[src/rtl/aire_pkg.sv]
package aire_pkg;

	// Instruction categories, same code on every emitted word
	typedef enum logic [1:0] {
		CAT_OTHER  = 2'd0,
		CAT_BRANCH = 2'd1,
		CAT_BL     = 2'd2,
		CAT_PCLOAD = 2'd3
	} cat_t;

	// Word kinds
	localparam logic KIND_FINAL = 1'b0;
	localparam logic KIND_ADDR  = 1'b1;

	// Classification masks and patterns
	localparam logic [31:0] BR_MASK  = 32'h0F00_0000;
	localparam logic [31:0] BR_OP    = 32'h0A00_0000;
	localparam logic [31:0] BL_OP    = 32'h0B00_0000;
	localparam logic [31:0] PCL_MASK = 32'h0F2F_0000;
	localparam logic [31:0] PCL_OP   = 32'h050F_0000;

	// Fixed load encodings (condition field supplied separately where needed)
	localparam logic [27:0] LDR_PC_PC_P0 = 28'h59F_F000; // ldr pc, [pc, #0]
	localparam logic [27:0] LDR_LR_PC_P4 = 28'h59F_E004; // ldr lr, [pc, #4]
	localparam logic [27:0] LDR_PC_PC_P4 = 28'h59F_F004; // ldr pc, [pc, #4]
	localparam logic [31:0] LDR_AL_M16   = 32'hE51F_F010; // ldr pc, [pc, #-16]
	localparam logic [31:0] LDR_AL_M20   = 32'hE51F_F014; // ldr pc, [pc, #-20]
	localparam logic [31:0] IMM12_MASK   = 32'h0000_0FFF;

	// Word index of the trampoline
	localparam int IdxW = 3;
	typedef logic [IdxW-1:0] idx_t;

	// Queue between front and back
	localparam int QDepth = 2;
	localparam int QPtrW  = $clog2(QDepth);
	localparam int QCntW  = $clog2(QDepth + 1);

	// One classified instruction
	typedef struct packed {
		cat_t        cat;
		logic [31:0] insn;
		logic [31:0] ret_addr; // address + 4
		logic [31:0] tail;     // branch target or literal source address
	} entry_t;

	// Index of the closing word for each category
	function automatic idx_t last_index(cat_t cat);
		idx_t r;
		r = '0;
		unique case (cat)
			CAT_OTHER:  r = IdxW'(1);
			CAT_BRANCH: r = IdxW'(2);
			CAT_BL:     r = IdxW'(4);
			CAT_PCLOAD: r = IdxW'(2);
			default:    r = IdxW'(1);
		endcase
		return r;
	endfunction

endpackage

[src/rtl/arm_insn_relocation_emitter.sv]
// Flow: an accepted instruction is written into the queue; its first trampoline word
// is loaded into the output register when that register is free or being taken.
// Output: 2, 3 or 5 words per instruction, one word per cycle unless tramp_ready
// stalls the back end; the two-entry queue holds the input off only while both
// entries wait.
// Reset: arst_n asynchronously empties the queue and clears the output valid.
module arm_insn_relocation_emitter (
	input  logic        clk,
	input  logic        arst_n,
	input  logic        instr_valid,
	output logic        instr_ready,
	input  logic [31:0] instr_word,
	input  logic [31:0] instr_address,
	output logic        tramp_valid,
	input  logic        tramp_ready,
	output logic [31:0] out_word,
	output logic        word_kind,
	output logic [2:0]  word_index,
	output logic [1:0]  category,
	output logic        last_word
);
	import aire_pkg::*;

	entry_t front_entry;
	entry_t head;
	logic   push;
	logic   pop;
	logic   q_full;
	logic   head_valid;

	assign instr_ready = !q_full;

	// Classification and address arithmetic
	aire_front u_front (
		.instr_valid  (instr_valid),
		.instr_word   (instr_word),
		.instr_address(instr_address),
		.q_full       (q_full),
		.push         (push),
		.entry        (front_entry)
	);

	// Decoupling queue
	aire_queue u_queue (
		.clk       (clk),
		.arst_n    (arst_n),
		.push      (push),
		.wr_entry  (front_entry),
		.pop       (pop),
		.full      (q_full),
		.head_valid(head_valid),
		.head      (head)
	);

	// Word sequencer
	aire_back u_back (
		.clk        (clk),
		.arst_n     (arst_n),
		.head_valid (head_valid),
		.head       (head),
		.pop        (pop),
		.tramp_valid(tramp_valid),
		.tramp_ready(tramp_ready),
		.out_word   (out_word),
		.word_kind  (word_kind),
		.word_index (word_index),
		.category   (category),
		.last_word  (last_word)
	);

endmodule

[src/rtl/aire_front.sv]
module aire_front (
	input  logic             instr_valid,
	input  logic [31:0]      instr_word,
	input  logic [31:0]      instr_address,
	input  logic             q_full,
	output logic             push,
	output aire_pkg::entry_t entry
);
	import aire_pkg::*;

	logic [31:0] pc8;
	logic [31:0] br_off;
	logic [31:0] lit_off;
	logic [31:0] target;
	logic [31:0] lit_src;
	cat_t        cat;

	// Classify
	always_comb begin
		priority if ((instr_word & BR_MASK) == BR_OP) begin
			cat = CAT_BRANCH;
		end else if ((instr_word & BR_MASK) == BL_OP) begin
			cat = CAT_BL;
		end else if ((instr_word & PCL_MASK) == PCL_OP) begin
			cat = CAT_PCLOAD;
		end else begin
			cat = CAT_OTHER;
		end
	end

	// Address arithmetic: branch target and literal source
	assign pc8     = instr_address + 32'd8;
	assign br_off  = {{6{instr_word[23]}}, instr_word[23:0], 2'b00};
	assign lit_off = {20'd0, instr_word[11:0]};
	assign target  = pc8 + br_off;
	assign lit_src = instr_word[23] ? (pc8 + lit_off) : (pc8 - lit_off);

	always_comb begin
		entry.cat      = cat;
		entry.insn     = instr_word;
		entry.ret_addr = instr_address + 32'd4;
		entry.tail     = (cat == CAT_PCLOAD) ? lit_src : target;
	end

	assign push = instr_valid && !q_full;

endmodule

[src/rtl/aire_queue.sv]
module aire_queue (
	input  logic             clk,
	input  logic             arst_n,
	input  logic             push,
	input  aire_pkg::entry_t wr_entry,
	input  logic             pop,
	output logic             full,
	output logic             head_valid,
	output aire_pkg::entry_t head
);
	import aire_pkg::*;

	entry_t            slot_q [QDepth];
	logic [QPtrW-1:0]  wr_ptr_q;
	logic [QPtrW-1:0]  rd_ptr_q;
	logic [QCntW-1:0]  cnt_q;

	assign full       = (cnt_q == QCntW'(QDepth));
	assign head_valid = (cnt_q != '0);
	assign head       = slot_q[rd_ptr_q];

	// Storage
	always_ff @(posedge clk) begin
		if (push) begin
			slot_q[wr_ptr_q] <= wr_entry;
		end
	end

	// Pointers and fill count
	always_ff @(posedge clk or negedge arst_n) begin
		if (!arst_n) begin
			wr_ptr_q <= '0;
			rd_ptr_q <= '0;
			cnt_q    <= '0;
		end else begin
			if (push) begin
				wr_ptr_q <= (wr_ptr_q == QPtrW'(QDepth - 1)) ? '0 : wr_ptr_q + 1'b1;
			end
			if (pop) begin
				rd_ptr_q <= (rd_ptr_q == QPtrW'(QDepth - 1)) ? '0 : rd_ptr_q + 1'b1;
			end
			if (push && !pop) begin
				cnt_q <= cnt_q + 1'b1;
			end else if (pop && !push) begin
				cnt_q <= cnt_q - 1'b1;
			end
		end
	end

	a_no_overflow: assert property (@(posedge clk) disable iff (!arst_n)
		cnt_q <= QCntW'(QDepth))
		else $error("queue count beyond depth");
	a_no_underflow: assert property (@(posedge clk) disable iff (!arst_n)
		pop |-> cnt_q != '0)
		else $error("pop from empty queue");

endmodule

[src/rtl/aire_back.sv]
module aire_back (
	input  logic             clk,
	input  logic             arst_n,
	input  logic             head_valid,
	input  aire_pkg::entry_t head,
	output logic             pop,
	output logic             tramp_valid,
	input  logic             tramp_ready,
	output logic [31:0]      out_word,
	output logic             word_kind,
	output logic [2:0]       word_index,
	output logic [1:0]       category,
	output logic             last_word
);
	import aire_pkg::*;

	idx_t        idx_q;
	logic        out_valid_q;
	logic [31:0] word_q;
	logic        kind_q;
	idx_t        index_q;
	cat_t        cat_q;
	logic        last_q;

	logic        load;
	logic        is_last;
	logic [31:0] word_nxt;
	logic        kind_nxt;
	logic [3:0]  cond;

	assign cond    = head.insn[31:28];
	assign load    = !out_valid_q || tramp_ready;
	assign is_last = (idx_q == last_index(head.cat));
	assign pop     = load && head_valid && is_last;

	// Select the trampoline word for the current index
	always_comb begin
		word_nxt = LDR_AL_M16;
		kind_nxt = KIND_FINAL;
		unique case (head.cat)
			CAT_OTHER: begin
				word_nxt = (idx_q == '0) ? head.insn : LDR_AL_M16;
			end
			CAT_BRANCH: begin
				if (idx_q == '0) begin
					word_nxt = {cond, LDR_PC_PC_P0};
				end else if (idx_q == IdxW'(1)) begin
					word_nxt = LDR_AL_M16;
				end else begin
					word_nxt = head.tail;
				end
			end
			CAT_BL: begin
				unique case (idx_q)
					IdxW'(0): word_nxt = {cond, LDR_LR_PC_P4};
					IdxW'(1): word_nxt = {cond, LDR_PC_PC_P4};
					IdxW'(2): word_nxt = LDR_AL_M20;
					IdxW'(3): word_nxt = head.ret_addr;
					default:  word_nxt = head.tail;
				endcase
			end
			CAT_PCLOAD: begin
				if (idx_q == '0) begin
					word_nxt = head.insn & ~IMM12_MASK;
				end else if (idx_q == IdxW'(1)) begin
					word_nxt = LDR_AL_M16;
				end else begin
					word_nxt = head.tail;
					kind_nxt = KIND_ADDR;
				end
			end
			default: begin
				word_nxt = LDR_AL_M16;
			end
		endcase
	end

	// Word counter and output valid
	always_ff @(posedge clk or negedge arst_n) begin
		if (!arst_n) begin
			idx_q       <= '0;
			out_valid_q <= 1'b0;
		end else begin
			if (load) begin
				out_valid_q <= head_valid;
			end
			if (load && head_valid) begin
				idx_q <= is_last ? '0 : idx_q + 1'b1;
			end
		end
	end

	// Output payload register
	always_ff @(posedge clk) begin
		if (load && head_valid) begin
			word_q  <= word_nxt;
			kind_q  <= kind_nxt;
			index_q <= idx_q;
			cat_q   <= head.cat;
			last_q  <= is_last;
		end
	end

	assign tramp_valid = out_valid_q;
	assign out_word    = word_q;
	assign word_kind   = kind_q;
	assign word_index  = index_q;
	assign category    = cat_q;
	assign last_word   = last_q;

	a_mid_holds_head: assert property (@(posedge clk) disable iff (!arst_n)
		idx_q != '0 |-> head_valid)
		else $error("trampoline in progress without a queued entry");
	a_last_index: assert property (@(posedge clk) disable iff (!arst_n)
		out_valid_q && last_q |-> index_q == last_index(cat_q))
		else $error("closing word at wrong index");
	a_addr_kind: assert property (@(posedge clk) disable iff (!arst_n)
		out_valid_q && kind_q |-> cat_q == CAT_PCLOAD && last_q)
		else $error("address word outside a literal load");

endmodule

[config.mk]
export PLATFORM = sky130hd
export DESIGN_NAME = arm_insn_relocation_emitter
export DESIGN_NICKNAME = d
export VERILOG_FILES = /design/src/rtl/aire_pkg.sv /design/src/rtl/arm_insn_relocation_emitter.sv /design/src/rtl/aire_front.sv /design/src/rtl/aire_queue.sv /design/src/rtl/aire_back.sv
export SDC_FILE = /design/constraint.sdc
export NUM_CORES = 1
export LEC_CHECK = 0
export BUFFER_PORTS_ARGS = -buffer_cell sky130_fd_sc_hd__buf_4
export CAP_MARGIN = 20
export CORE_MARGIN = 5
export CORE_UTILIZATION = 57
export DETAILED_ROUTE_END_ITERATION = 10
export PLACE_DENSITY = 0.83
export SYNTH_ARGS = -nofsm -noshare
export SYNTH_HDL_FRONTEND = slang
export SYNTH_HIERARCHICAL = 1
export SYNTH_SLANG_ARGS = --single-unit
[constraint.sdc]
create_clock -name clk -period 12.1 [get_ports clk]
set_clock_uncertainty 0.15 [all_clocks]
set_input_delay 2.42 -clock clk [delete_from_list [all_inputs] [get_ports clk]]
set_output_delay 2.42 -clock clk [all_outputs]
set_load 0.01 [all_outputs]
; Word-level counts from Yosys, hierarchy flattened
; Memory sizes are Yosys's and may differ from the RTL's.
; Index checks and enable logic that the tools add are counted.
; W data, S select, Z words.
[classes]
n_addsub = 10
eq_ne = 12
n_mux = 20
n_bitwise = 1
n_reduce_logical = 16
[op_table]
columns = op, n
row1 = $pmux W32 S4, 2
row2 = $mux W32, 6
row3 = $add A32 B12 Y32, 1
row4 = $add A32 B3 Y32 const B, 1
row5 = $add A32 B32 Y32, 1
row6 = $add A32 B4 Y32 const B, 1
row7 = $sub A32 B12 Y32, 1
row8 = $mux W2, 5
row9 = $eq A9 B8 Y1 const B, 1
row10 = $pmux W3 S3, 1
row11 = $eq A2 B2 Y1 const B, 4
row12 = $eq A4 B4 Y1 const B, 2
row13 = $eq A3 B2 Y1 const B, 2
row14 = $logic_and A1 B1 Y1, 5
row15 = $mux W1, 5
row16 = $logic_not A1 Y1, 4
row17 = $reduce_bool A2 Y1, 2
row18 = $reduce_or A2 Y1, 2
row19 = $add A3 B1 Y3 const B, 1
row20 = $eq A3 B1 Y1 const B, 1
row21 = $eq A3 B3 Y1, 1
row22 = $logic_not A3 Y1, 1
row23 = $mux W3, 1
row24 = $add A1 B1 Y1 const B, 2
row25 = 6 further kinds, 6
[totals]
regBits = 47
ram_bits = 196
output_inout_bits = 41
word_cells = 70
mem_count = 1
[memory_table]
columns = memory, depth, word_bits, rd, rd_ports_with_merged_regs, write_ports, line_no
row1 = u_queue.slot_q, 2, 98, 1, 0, 1, aire_queue.sv:13  ; entry_t slot_q [QDepth];

; Longest topological paths before layout
; An unclocked memory read counts as a cell.
[logic_depth]
word_depth = 9
ltp_mapped = 23
mapped_depth_nobuf = 19

; By module
; Netlist, hierarchy kept.
[by_module_without_submodules]
columns = mod, instances, cells_each, area_per_inst_um2, seq_area_each_um2
row1 = aire_queue, 1, 321, 7289.5, 5985.7
row2 = aire_front, 1, 742, 5006.1, 0.0
row3 = aire_back, 1, 262, 2668.8, 1271.2
row4 = arm_insn_relocation_emitter, 1, 1, 3.8, 0.0

; Least setup slack after synthesis
; Ideal clock, no wire load.
[synth_timing]
kind = in2reg
start = in instr_valid
end = mem u_queue/slot_q[0][0] in the netlist's numbering, enable pin
setup_time_ns = 0.567
arrival_ns = 7.019
required_time_ns = 11.383
path_slack_ns = 4.363
stages = 2
path_buffers = 0
path_cell_list = nor2b_1 -> nor2b_1
[synth_via]
elab_chain_cells = 3
[synth_rtl]
columns = element, line_no
row1 = "start, declared", arm_insn_relocation_emitter.sv:10  ; input logic instr_valid,
row2 = $logic_and A1 B1 Y1, aire_front.sv:45  ; assign push = instr_valid && !q_full;
row3 = $mux W1, aire_queue.sv:24  ; if (push) begin
row4 = $mux W1 (not written as such), aire_queue.sv:25  ; slot_q[wr_ptr_q] <= wr_entry;
row5 = "end, declared", aire_queue.sv:13
; No other way between the ends.

==> flow_summary.toml <==
[outcome]
status = "finished clean"

[pwr]
power_frac_seq_pct = 39.4
combPwrFrac_pct = 39.3
p_clk_share_pct = 21.2
p_per_area_nw_per_um2 = 206.8
p_switching_uw = 1179
cell_internal_pwr_uw = 2222
switching_share_pct = 34.67
total_leakage_power_uw = 0.006248
ir_drop_v = 0.0001782

[detailed_routing]
drc = 0
wire_per_inst_um = 21.87
dr.first_iter.drc_count = 1253
viasPerCell = 6.272
antenna_left = 0
drt_wl_total_um = 37720
dr.pass1.iters = 5
dr_total_vias = 10820

[global_routing]
grt_pass1_wl_um = 56880
grt_use_total_pct = 24.73
antenna_found_initial = 2
overflow = 0
grt_pass1_vias = 10240
grt_max_degree = 79

[cells_and_area]
drive_gt1_share_pct = 19.87
layout.nets = 1511
nFillCells = 1923
syn2layout_area_growth_pct = 9.914

[synthesis]
ys_dominant_reg_cell = "edfxtp_1"
synth_compound_area_share_pct = 14.24
synthAdderAreaFrac_pct = 6.119
synth_edf_count = 235
synth_seq_cells = 243
synthTopCellsByCount = "235 x edfxtp_1, 110 x a21oi_1, 91 x mux2_2"
syn_area_per_cell_sq_um = 11.29
yosysMostFrequentCell = "edfxtp_1"
synth_top_family_by_area = "compound AO/OA/AOI/OAI gates"
async_flop_share_pct = 3.292
synth-xor-area-share_pct = 6.963
synthMuxAreaShare_pct = 8.852
yosysSeqAreaShare_pct = 48.48
yosysWarningCount = 6
ys_types = 81
yosysTopAreaCellShare_pct = 47.15
syn_area_sq_um = 14970
syn_inst = 1326
synth_nets = 1466
synthTopCellsByArea = "edfxtp_1 47%, mux2_2 6.8%, ha_1 5.9%"
yosys.area.top_type = "edfxtp_1"
synthSimpleGateAreaFrac_pct = 10.75

[die]
initial_utilization_pct = 57.60
fp.dieW_um = 172.1
pin_count = 109
fp.coreArea_sq_um = 25980
num_rows = 59
die_h_um = 172.1
dieArea_sq_um = 29600

[place]
numPortBuffers = 108
dpl.hpwl_um = 27030
place.gp.congestion = 0.9381

[timing]
setup_viol = 0
period_share_pct = 57.53
fin_crit_ns = 6.961
fin_tns_setup_ns = 0
worst_pin_slew_ns = 1.110
fmax_ghz = 0.1437
holdWs_ns = 0.3443
slew_headroom_pct = 26.00
rsz0062_at_grt = "false"
finalHoldViolCount = 0
maxSlewViolCount = 0

[clock_tree]
cts.clk_slew.worst_paths_ns = 0.06
cts_setup_buffers = 0
tritoncts = "yes"
numCtsBuffers = 25
ctsResizeCount = 0
cts.sinks = 243
clockBufferDepth = 3
root_buffer = "clkbuf_16"
ctsHoldBuffers = 0
clk_latency_ns = 0.51
htree_levels = 1

[setup_path]
cpPeakStageDelay_ns = 0.42
critical_path.max_fanout = 7
crit_chain = "buf_4 > ha_1 > and3_1 > and3_1 > and3_1 > and3_1 > and4_1 > and3_1 > xor2_1 > ha_1 > nor2_1 > nor2b_2 > a221o_1 > a2111oi_4 > o31a_1 > nor3_1 > or3b_1 > a31o_1 > xnor2_1"
r2r_setup_slack_ns = 8.70
critPathKind = "input port to register"
cp_num_buf_inv = 1
endpoint_kind = "register"
critical_path_required_ns = 12.20
critPathTopFamily = "simple AND/OR/NAND/NOR gates"
cp_common_cell = "and3_1"
worst_ep_arrival_time_ns = 7.06
start_kind = "input port"
slowest_stage = "a2111oi_4"

[job]
timing.max_cap.violations = 0

[min_path]
min_path_type = "register to register"
==> layer usage <==
metal / vias to the layer above / wire length [um] / GRT usage, % / part of all wire [%]
met2: 548 / 17530 / 40.03 / 46
met1: 5166 / 15690 / 34.99 / 42
li1: 5022 / - / - / -
met3: 81 / 3440 / 3.841 / 9.1
met4: 2 / 1041 / 6.972 / 2.8
met5: - / 20 / 0 / 0.053
==> logic make-up (layout without fill, tap and decap cells) <==
kind of cell / Yosys count / in the layout
other: 0 / 1
flip-flops: 243 / 243
AO/OA/AOI/OAI: 326 / 326
adder cells (fa/ha/maj): 72 / 72
AND/OR/NAND/NOR: 326 / 326
multiplexers: 116 / 116
buffers and inverters: 124 / 187
XOR/XNOR: 119 / 119
==> cells in the final DEF (no fill, tap or decap), types with 7 or more instances in the layout <==
cell type | Yosys | routed
a211oi_1 | 8 | 8
a21o_1 | 28 | 28
a21oi_1 | 110 | 110
a221o_1 | 15 | 15
a31oi_1 | 9 | 9
and2_1 | 11 | 10
and3_1 | 29 | 29
buf_4 | 38 | 115
clkbuf_1 | 27 | 10
clkbuf_16 | 0 | 25
dfrtp_1 | 8 | 7
edfxtp_1 | 235 | 235
ha_1 | 70 | 70
inv_1 | 27 | 26
mux2_2 | 91 | 91
mux2_4 | 10 | 10
mux2i_1 | 15 | 15
nand2_1 | 84 | 84
nand2b_1 | 7 | 7
nand3_1 | 32 | 32
nand4_1 | 12 | 12
nor2_1 | 90 | 90
nor2b_1 | 13 | 12
nor3_1 | 10 | 10
o21a_1 | 7 | 7
o21ai_0 | 72 | 72
o21bai_1 | 9 | 9
o31ai_1 | 7 | 7
o32a_1 | 10 | 10
xnor2_1 | 59 | 59
xor2_1 | 60 | 60
==> worst paths after layout <==
check	start	to	cells past startpoint
setup / recovery	instr_address[3]	u_queue/slot_q[1][31]$_DFFE_PP_	19
hold / removal	u_queue/cnt_q[1]$_DFFE_PN0P_	u_queue/cnt_q[1]$_DFFE_PN0P_	1
setup reg to reg	u_queue/rd_ptr_q$_DFFE_PN0P_	u_queue/cnt_q[1]$_DFFE_PN0P_	11
hold reg to reg	u_queue/cnt_q[1]$_DFFE_PN0P_	u_queue/cnt_q[1]$_DFFE_PN0P_	1
max in group asynchronous	arst_n	u_queue/rd_ptr_q$_DFFE_PN0P_	1
min in group asynchronous	arst_n	u_queue/wr_ptr_q$_DFFE_PN0P_	1
==> area by class of cell <==
class | instances | area, sq um | share of cell area [%]
inverters | 27 | 101.3 | 0.6160
clock buffers | 37 | 690.7 | 4.198
well taps | 335 | 419.2 | 2.548
clock inverters | 8 | 80.08 | 0.4867
multi-input cells | 959 | 7034 | 42.76
flip-flops and latches | 243 | 7261 | 44.13
repair buffers | 115 | 863.3 | 5.248
diodes | 1 | 2.502 | 0.01521
==> sequential cells by signal, summed over array words and instances, names as in the netlist <==
signal              flops
u_queue/wr_ptr_q        1
u_back/category         2
u_back/last_word        1
u_back/tramp_valid      1
u_back/idx_q            3
u_back/word_index       3
u_queue/cnt_q           2
u_back/out_word        32
u_back/word_kind        1
u_queue/rd_ptr_q        1
u_queue/slot_q        196
==> power groups by stage <==
stage / clock (uW) / sequential [uW] / combinational (uW)
3_5_place_dp: 0 / 1360 / 1310
6_report: 722 / 1340 / 1340
2_1_floorplan: 0 / 1370 / 913
5_1_grt: 770 / 1360 / 1430
3_3_place_gp: 0 / 1340 / 1280
4_1_cts: 733 / 1340 / 1320
==> through the flow <==
step / std cells / instance area (sq um) / setup slack (ns) / util [%] / total power, uW
floorplan: 1326 / 14970 / 4.363 / - / 2281
global placement: 1679 / 15680 / 4.741 / 60.34 / 2629
detailed placement: 1679 / 15680 / 4.662 / 60.34 / 2672
CTS: 1724 / 16450 / 5.180 / 63.30 / 3399
global route: 1724 / 16450 / 4.829 / 63.30 / 3564
finish: 1725 / 16450 / 5.139 / 63.31 / 3402
(Power assumes the default switching activity.)
